$ cat src/design/uers_pkg.sv
// ----------------------------------------------------------------------------
// uers_pkg
// types, register indexes and reset values of the echo ranging sequencer
// ----------------------------------------------------------------------------
package uers_pkg;

  localparam int COUNT_WIDTH_DEF = 16;
  localparam int CFG_W           = 16;
  localparam int CFG_IDX_W       = 3;

  typedef logic [CFG_IDX_W-1:0] cfg_idx_t;
  typedef logic [CFG_W-1:0]     cfg_word_t;

  localparam cfg_idx_t REG_PERIOD    = 3'd0;
  localparam cfg_idx_t REG_BURST     = 3'd1;
  localparam cfg_idx_t REG_LISTEN    = 3'd2;
  localparam cfg_idx_t REG_MIN_WIDTH = 3'd3;
  localparam cfg_idx_t REG_MAX_WIDTH = 3'd4;

  localparam cfg_word_t PERIOD_RST    = 16'd2000;
  localparam cfg_word_t BURST_RST     = 16'd20;
  localparam cfg_word_t LISTEN_RST    = 16'd400;
  localparam cfg_word_t MIN_WIDTH_RST = 16'd4;
  localparam cfg_word_t MAX_WIDTH_RST = 16'd12;

  typedef struct packed {
    cfg_word_t period_ticks;
    cfg_word_t burst_ticks;
    cfg_word_t listen_end;
    cfg_word_t min_width;
    cfg_word_t max_width;
  } cfg_t;

  typedef struct packed {
    logic echo_level;
  } in_payload_t;

  typedef struct packed {
    logic      trigger_out;
    logic      indicator_on;
    cfg_word_t echo_width;
    logic      width_valid;
  } out_payload_t;

endpackage

$ cat src/design/uers_stream_if.sv
// ----------------------------------------------------------------------------
// uers_stream_if
// valid/ready channel carrying one payload word
// ----------------------------------------------------------------------------
interface uers_stream_if #(
  parameter type payload_t = logic
) ();
  logic     valid;
  logic     ready;
  payload_t data;

  modport source (output valid, output data, input ready);
  modport sink   (input valid, input data, output ready);
endinterface

$ cat src/design/uers_cfg.sv
// ----------------------------------------------------------------------------
// uers_cfg
// configuration register file, write only
// ----------------------------------------------------------------------------
module uers_cfg (
  input  logic               clk,
  input  logic               rst_n,
  input  logic               cfg_we,
  input  uers_pkg::cfg_idx_t cfg_index,
  input  uers_pkg::cfg_word_t cfg_wdata,
  output uers_pkg::cfg_t     cfg
);

  uers_pkg::cfg_t cfg_r;
  uers_pkg::cfg_t cfg_nxt;

  always_comb begin
    cfg_nxt = cfg_r;
    if (cfg_we) begin
      case (cfg_index)
        uers_pkg::REG_PERIOD:    cfg_nxt.period_ticks = cfg_wdata;
        uers_pkg::REG_BURST:     cfg_nxt.burst_ticks  = cfg_wdata;
        uers_pkg::REG_LISTEN:    cfg_nxt.listen_end   = cfg_wdata;
        uers_pkg::REG_MIN_WIDTH: cfg_nxt.min_width    = cfg_wdata;
        uers_pkg::REG_MAX_WIDTH: cfg_nxt.max_width    = cfg_wdata;
        default: ;
      endcase
    end
  end

  always_ff @(posedge clk) begin
    if (!rst_n) begin
      cfg_r.period_ticks <= uers_pkg::PERIOD_RST;
      cfg_r.burst_ticks  <= uers_pkg::BURST_RST;
      cfg_r.listen_end   <= uers_pkg::LISTEN_RST;
      cfg_r.min_width    <= uers_pkg::MIN_WIDTH_RST;
      cfg_r.max_width    <= uers_pkg::MAX_WIDTH_RST;
    end else begin
      cfg_r <= cfg_nxt;
    end
  end

  assign cfg = cfg_r;

endmodule

$ cat src/design/uers_core.sv
// ----------------------------------------------------------------------------
// uers_core
// tick counter, trigger, echo capture and indicator state for one tick
// ----------------------------------------------------------------------------
module uers_core #(
  parameter int COUNT_WIDTH = uers_pkg::COUNT_WIDTH_DEF
) (
  input  logic                   clk,
  input  logic                   rst_n,
  input  uers_pkg::cfg_t         cfg,
  input  logic                   step_en,
  input  logic                   echo_level,
  output uers_pkg::out_payload_t result
);

  localparam int CMP_W = (COUNT_WIDTH > uers_pkg::CFG_W) ? COUNT_WIDTH : uers_pkg::CFG_W;

  logic [COUNT_WIDTH-1:0] tick_r,  tick_nxt;
  logic [COUNT_WIDTH-1:0] start_r, start_nxt;
  logic [COUNT_WIDTH-1:0] width_r, width_nxt;
  logic                   done_r,  done_nxt;
  logic                   trig_r,  trig_nxt;
  logic                   ind_r,   ind_nxt;

  logic [CMP_W-1:0]       t_x, burst_x, listen_x, period_x, min_x, max_x, width_x, wrap_x;
  logic [COUNT_WIDTH-1:0] inc;
  logic                   past_burst;

  always_comb begin
    t_x      = CMP_W'(tick_r);
    burst_x  = CMP_W'(cfg.burst_ticks);
    listen_x = CMP_W'(cfg.listen_end);
    period_x = CMP_W'(cfg.period_ticks);
    min_x    = CMP_W'(cfg.min_width);
    max_x    = CMP_W'(cfg.max_width);

    start_nxt = start_r;
    width_nxt = width_r;
    done_nxt  = done_r;
    trig_nxt  = trig_r;
    ind_nxt   = ind_r;

    past_burst = (t_x > burst_x);

    if (tick_r == '0) begin
      trig_nxt  = 1'b1;
      start_nxt = '0;
      width_nxt = '0;
      done_nxt  = 1'b0;
      ind_nxt   = 1'b1;
    end else if (t_x == burst_x) begin
      trig_nxt = 1'b0;
    end else if (past_burst && (t_x < listen_x)) begin
      // a zero start means no rising echo seen yet
      if (echo_level && (start_r == '0)) begin
        start_nxt = tick_r;
      end else if (!echo_level && (start_r != '0) && !done_r) begin
        width_nxt = tick_r - start_r;
        done_nxt  = 1'b1;
      end
    end

    width_x = CMP_W'(width_nxt);
    if (past_burst && (t_x < period_x) && done_nxt && (width_x > min_x) && (width_x < max_x)) begin
      ind_nxt = 1'b0;
    end

    // counter-wide increment, wraps at the counter width; the tick goes back to zero at the period
    inc    = tick_r + COUNT_WIDTH'(1);
    wrap_x = CMP_W'(inc);
    tick_nxt = (wrap_x >= period_x) ? '0 : inc;

    result.trigger_out  = trig_nxt;
    result.indicator_on = ind_nxt;
    result.echo_width   = width_x[uers_pkg::CFG_W-1:0];
    result.width_valid  = done_nxt;
  end

  always_ff @(posedge clk) begin
    if (!rst_n) begin
      tick_r  <= '0;
      start_r <= '0;
      width_r <= '0;
      done_r  <= 1'b0;
      trig_r  <= 1'b0;
      ind_r   <= 1'b1;
    end else if (step_en) begin
      tick_r  <= tick_nxt;
      start_r <= start_nxt;
      width_r <= width_nxt;
      done_r  <= done_nxt;
      trig_r  <= trig_nxt;
      ind_r   <= ind_nxt;
    end
  end

endmodule

$ cat src/design/ultrasonic_echo_ranging_sequencer.sv
// ----------------------------------------------------------------------------
// ultrasonic_echo_ranging_sequencer
// drives the sensor trigger and measures the echo pulse width, one tick a word
// ----------------------------------------------------------------------------
// usage:
//   in_word carries one timer tick per word with the sampled echo level.
//   out_word returns one word per tick: trigger level, indicator, echo width
//   and width valid, all as they stand after that tick.
//   cfg_we/cfg_index/cfg_wdata write the period, burst, listen end and the
//   width bounds; write only while no words are in flight.
// timing:
//   an input word goes into an input register, is worked against the tick
//   state combinationally, and lands in the output register, where it is
//   valid on out_word. One word per cycle is sustained while out_word is
//   not stalled; the combinational state update sets that rate.
// reset:
//   rst_n clears the tick counter, capture and trigger, lights the indicator
//   and loads the default register values; both channels come up empty.
// stalls:
//   while out_word is held, the output register keeps its word and one more
//   word waits in the input register; in_ready drops only once both are full.
// ----------------------------------------------------------------------------
module ultrasonic_echo_ranging_sequencer #(
  parameter int COUNT_WIDTH = uers_pkg::COUNT_WIDTH_DEF
) (
  input  logic                clk,
  input  logic                rst_n,
  uers_stream_if.sink         in_word,
  uers_stream_if.source       out_word,
  input  logic                cfg_we,
  input  uers_pkg::cfg_idx_t  cfg_index,
  input  uers_pkg::cfg_word_t cfg_wdata
);

  uers_pkg::cfg_t         cfg;
  uers_pkg::out_payload_t result;
  uers_pkg::out_payload_t out_data_r;
  uers_pkg::in_payload_t  in_data;

  logic s1_valid_r;
  logic echo_r;
  logic out_valid_r;
  logic s1_go;
  logic in_take;

  assign in_data = in_word.data;
  assign s1_go   = s1_valid_r && (!out_valid_r || out_word.ready);
  assign in_word.ready = !s1_valid_r || s1_go;
  assign in_take = in_word.valid && in_word.ready;

  uers_cfg u_cfg (
    .clk       (clk),
    .rst_n     (rst_n),
    .cfg_we    (cfg_we),
    .cfg_index (cfg_index),
    .cfg_wdata (cfg_wdata),
    .cfg       (cfg)
  );

  uers_core #(
    .COUNT_WIDTH (COUNT_WIDTH)
  ) u_core (
    .clk        (clk),
    .rst_n      (rst_n),
    .cfg        (cfg),
    .step_en    (s1_go),
    .echo_level (echo_r),
    .result     (result)
  );

  always_ff @(posedge clk) begin
    if (!rst_n) begin
      s1_valid_r  <= 1'b0;
      out_valid_r <= 1'b0;
    end else begin
      if (in_take) begin
        s1_valid_r <= 1'b1;
      end else if (s1_go) begin
        s1_valid_r <= 1'b0;
      end
      if (s1_go) begin
        out_valid_r <= 1'b1;
      end else if (out_word.ready) begin
        out_valid_r <= 1'b0;
      end
    end
  end

  always_ff @(posedge clk) begin
    if (in_take) begin
      echo_r <= in_data.echo_level;
    end
    if (s1_go) begin
      out_data_r <= result;
    end
  end

  assign out_word.valid = out_valid_r;
  assign out_word.data  = out_data_r;

endmodule

$ cat src/flat_wrapper.sv
// flat-port wrapper written by rule: the top's interface ports become plain ports
module ultrasonic_echo_ranging_sequencer_flat 
#(
  parameter int COUNT_WIDTH = uers_pkg::COUNT_WIDTH_DEF
)
  (clk, rst_n, cfg_we, cfg_index, cfg_wdata, in_word_valid, in_word_data, in_word_ready, out_word_valid, out_word_data, out_word_ready);
  uers_stream_if in_word_i ();
  uers_stream_if out_word_i ();
  input  logic clk;
  input  logic rst_n;
  input  logic cfg_we;
  input  uers_pkg::cfg_idx_t cfg_index;
  input  uers_pkg::cfg_word_t cfg_wdata;
  input wire logic [$bits(in_word_i.valid)-1:0] in_word_valid;
  input wire logic [$bits(in_word_i.data)-1:0] in_word_data;
  output wire logic [$bits(in_word_i.ready)-1:0] in_word_ready;
  output wire logic [$bits(out_word_i.valid)-1:0] out_word_valid;
  output wire logic [$bits(out_word_i.data)-1:0] out_word_data;
  input wire logic [$bits(out_word_i.ready)-1:0] out_word_ready;
  assign in_word_i.valid = in_word_valid;
  assign in_word_i.data = in_word_data;
  assign in_word_ready = in_word_i.ready;
  assign out_word_valid = out_word_i.valid;
  assign out_word_data = out_word_i.data;
  assign out_word_i.ready = out_word_ready;
  ultrasonic_echo_ranging_sequencer #(.COUNT_WIDTH(COUNT_WIDTH)) u_core (.clk(clk), .rst_n(rst_n), .in_word(in_word_i), .out_word(out_word_i), .cfg_we(cfg_we), .cfg_index(cfg_index), .cfg_wdata(cfg_wdata));
endmodule
$ cat config.mk
export PLATFORM = sky130hd
export DESIGN_NAME = ultrasonic_echo_ranging_sequencer_flat
export DESIGN_NICKNAME = d
export VERILOG_FILES = /design/src/design/uers_pkg.sv /design/src/design/uers_stream_if.sv /design/src/design/uers_cfg.sv /design/src/design/uers_core.sv /design/src/design/ultrasonic_echo_ranging_sequencer.sv /design/src/flat_wrapper.sv
export SDC_FILE = /design/constraint.sdc
export NUM_CORES = 1
export LEC_CHECK = 0
export ABC_AREA = 1
export ABC_CLOCK_PERIOD_IN_PS = 3100
export BUFFER_PORTS_ARGS = -buffer_cell sky130_fd_sc_hd__clkbuf_2
export CAP_MARGIN = 10
export CORE_MARGIN = 8
export CORE_UTILIZATION = 45
export CTS_CLUSTER_DIAMETER = 200
export DETAILED_ROUTE_END_ITERATION = 16
export REMOVE_ABC_BUFFERS = 1
export SLEW_MARGIN = 20
export SYNTH_ARGS = -nofsm -noshare
export SYNTH_HDL_FRONTEND = slang
export SYNTH_SLANG_ARGS = --single-unit
$ cat constraint.sdc
create_clock -name clk -period 3.1 [get_ports clk]
set_input_delay 0 -clock clk [delete_from_list [all_inputs] [get_ports clk]]
set_output_delay 0 -clock clk [all_outputs]
set_load 0.02 [all_outputs]
==> results.json <==
{
  "ios": 28,
  "rsz0062_at_grt": "no",
  "path_delay_family": "simple AND/OR/NAND/NOR gates",
  "skew_ns": 0.0142,
  "yosys_register_bits": 85,
  "timing.fmax_ghz": 0.358,
  "row_count": 37,
  "numCtsBuffers": 9,
  "arrival_ns": 3.03,
  "power_mw": 2.19,
  "core-area_um2": 10300,
  "synth_area_leaders": "dfxtp_1, ha_1, a21oi_1",
  "ff2ff_setup_slack_ns": 0.31,
  "maxSlewHeadroom_pct": 52.5,
  "synthesis.area_um2": 4780,
  "yosys.area_share.adder_pct": 12.8,
  "nNetsFinal": 766,
  "ant_nets": 0,
  "insertedDiodeCount": 0,
  "postCtsSetupBuffers": 0,
  "antenna_found_initial": 0,
  "synth_most_common_cell": "nand2_1",
  "ys.flop_type": "dfxtp_1",
  "synth-edff-count": 2,
  "dp_hpwl_um": 8580,
  "min_period_over_period_pct": 90.2,
  "slew_violations": 0,
  "status": "finished, final reports clean",
  "cts_num_sinks": 85,
  "ir_worst_vdd_mv": 0.202,
  "die_w_um": 119,
  "setup_tns_ns": 0,
  "die_area_um2": 14200,
  "grt-ovfl-total": 0,
  "detail_route.wirelength_um": 11500,
  "synth_common_cells": "nand2_1, a21oi_1, inv_1",
  "syn_avg_cell_area_um2": 7.39,
  "grt_usage_pct": 16.8,
  "min_period_ns": 2.79,
  "synth_mux_area_share_pct": 0,
  "gp_congestion": 0.838,
  "drive_gt1_share_pct": 12.5,
  "critical_path.slowest_cell": "dfxtp_2",
  "die_h_um": 119,
  "crit_buf_inv": 3,
  "dr.first_iter.drc_count": 207,
  "placed_cell_area_um2": 5040,
  "slowest_delay_ns": 0.39,
  "vias_per_cell": 5.07,
  "cts_root_buffer": "clkbuf_8",
  "switchingPower_uw": 565,
  "grt_pass1_vias": 4039,
  "seq_area_frac_synth_pct": 36.0,
  "crit_path_cell_trace": "ha_1 > nand3_1 > nor3_2 > nand2_2 > nor2_1 > nor2_1 > or2_1 > ha_1 > nand2_1 > inv_1 > nand3_1 > nor3_1 > nand3_1 > nand3_1 > inv_1 > buf_4 > nand3_1 > a21oi_1",
  "worstMarginPinSlew_ns": 0.711,
  "port_buffers": 27,
  "area_growth_pct": 13.6,
  "crit_path_frequent_cell": "nand3_1",
  "synthArstFlopShare_pct": 0,
  "wl_met3_um": 467,
  "met1_length_um": 5230,
  "crit_fanout": 10,
  "start_kind": "register",
  "met2WireLength_um": 5600,
  "finalSetupViolCount": 0,
  "required_ns": 3.34,
  "synth-xor-area-share_pct": 1.80,
  "grt_pass1_wl_um": 19500,
  "swShare_pct": 25.8,
  "power_leakage_nw": 2.47,
  "p_seq_share_pct": 52.7,
  "cts_buffer_depth": 2,
  "maxCapViolCount": 0,
  "yosys.area.top_type_share_pct": 34.7,
  "synthSimpleGateAreaFrac_pct": 21.9,
  "h-tree-depth": 3,
  "synth_top_family_by_area": "simple AND/OR/NAND/NOR gates",
  "num_vias": 4219,
  "path_clk_slew_ns": 0.08,
  "internal_power_mw": 1.63,
  "power_frac_comb_pct": 12.1,
  "cellPowerDensity_nw_per_um2": 404,
  "critPathKind": "reg2reg",
  "hold_slack_ns": 0.0439,
  "hold_path_class": "in2reg",
  "design_area_um2": 5430,
  "syn_inst": 647,
  "hold_viol_final": 0,
  "wl_per_cell_um": 13.9,
  "p_clk_share_pct": 35.2,
  "start_util_pct": 46.3,
  "endpoint_kind": "register",
  "synth_largest_area_cell": "dfxtp_1",
  "drt_drc_violations_left": 0,
  "netlist-cell-type-count": 37,
  "synth-compound-area-share_pct": 17.1,
  "fillers": 1016,
  "synth_warnings": 0,
  "tritoncts": "built",
  "dr.pass1.iters": 4,
  "highest_layer": "met4",
  "grt_max_degree": 52,
  "worstSkewPairLatency_ns": 0.37
}
[through the flow]
stage	instances	setup WS [ns]	utilization [%]
final	832	0.305	52.6
after global routing	832	0.00449	52.6
after floorplan	622	0.499	-
after detailed placement	797	0.223	48.9
after global placement	797	0.350	48.9
after CTS	832	0.209	52.6
[what timing repair did]
item | 4_1_cts | 5_1_grt
resized for setup | 0 | 4
endpoints found under the hold margin | 52 | 0
hold buffers | 20 | 0
setup endpoints to repair | 0 | 16
[routing by layer]
metal  track usage [%]  up-vias
met5                 0        -
met4              7.43        0
met3              3.16       15
met2              28.8       65
met1              20.1     1917
li1                  -     2222
[worst reg2reg max path, cell delays in order, from the launching register on]
cell and delay (ns):
dfxtp_2 0.39, ha_1 0.21, nand3_1 0.14, nor3_2 0.19
nand2_2 0.11, nor2_1 0.12, nor2_1 0.04, or2_1 0.23
ha_1 0.28, nand2_1 0.06, inv_1 0.05, nand3_1 0.08
nor3_1 0.20, nand3_1 0.11, nand3_1 0.09, inv_1 0.05
buf_4 0.17, nand3_1 0.08, a21oi_1 0.07
[cell type report]
class                      count  area (um2)  area share (%)
inverter                      97         364            6.70
multi-input combinational    440        2560            47.2
clock buffer                  13         149            2.74
timing repair buffer          59         425            7.83
clock inverter                 2        35.0           0.645
tap                          136         170            3.13
sequential                    85        1730            31.8
[cell usage in the layout, fill, tap and decap left out, types with 2 or more instances in the layout]
master and count:
a21oi_1 86, a21oi_2 4, buf_4 12, clkbuf_1 3, clkbuf_2 27, clkbuf_8 10, clkinv_1 3, dfxtp_1 79
dfxtp_2 4, dlygate4sd3_1 20, edfxtp_1 2, ha_1 49, inv_1 85, inv_2 9, nand2_1 103, nand2_2 5
nand3_1 43, nand3_2 3, nand4_1 5, nand4_2 2, nor2_1 52, nor2_2 2, nor3_1 6, nor3_2 3
nor3_4 2, nor4_1 2, o211ai_1 12, o21ai_0 37, o21ai_1 8, xor2_1 8
[path summary, 6_finish.rpt]
path / to / from / cells past startpoint
setup / recovery: u_core.u_core.t_x[9] / u_core.u_core.t_x[1] / 18
hold / removal: u_core.u_cfg.cfg[36] / cfg_index[0] / 3
setup reg to reg: u_core.u_core.t_x[9] / u_core.u_core.t_x[1] / 18
hold reg to reg: u_core.u_cfg.cfg[66] / u_core.u_cfg.cfg[66] / 2
[sequential cells by signal, summed over array words and instances (netlist names)]
name,flops
u_core.s1_valid_r,1
u_core.u_core.t_x,16
u_core.u_core.start_r,16
u_core.out_word.valid,1
u_core.u_core.done_r,1
u_core.echo_r,1
u_core.out_word.data,1
u_core.u_cfg.cfg,48
[logic make-up (layout without fill, tap and decap cells)]
kind of cell | count (synthesis) | after routing
simple gates | 230 | 230
xor+xnor | 9 | 9
fa+ha+maj | 49 | 49
flops | 85 | 85
buf+inv | 122 | 171
compound gates | 152 | 152
[power groups by stage]
stage	registers, mW	clock network, mW	logic [mW]
finish	1.16	0.772	0.266
global route	1.16	0.845	0.306
floorplan	1.18	0	0.162
detailed placement	1.18	0	0.249
global placement	1.18	0	0.242
CTS	1.16	0.800	0.269
(Power assumes the default switching activity.)
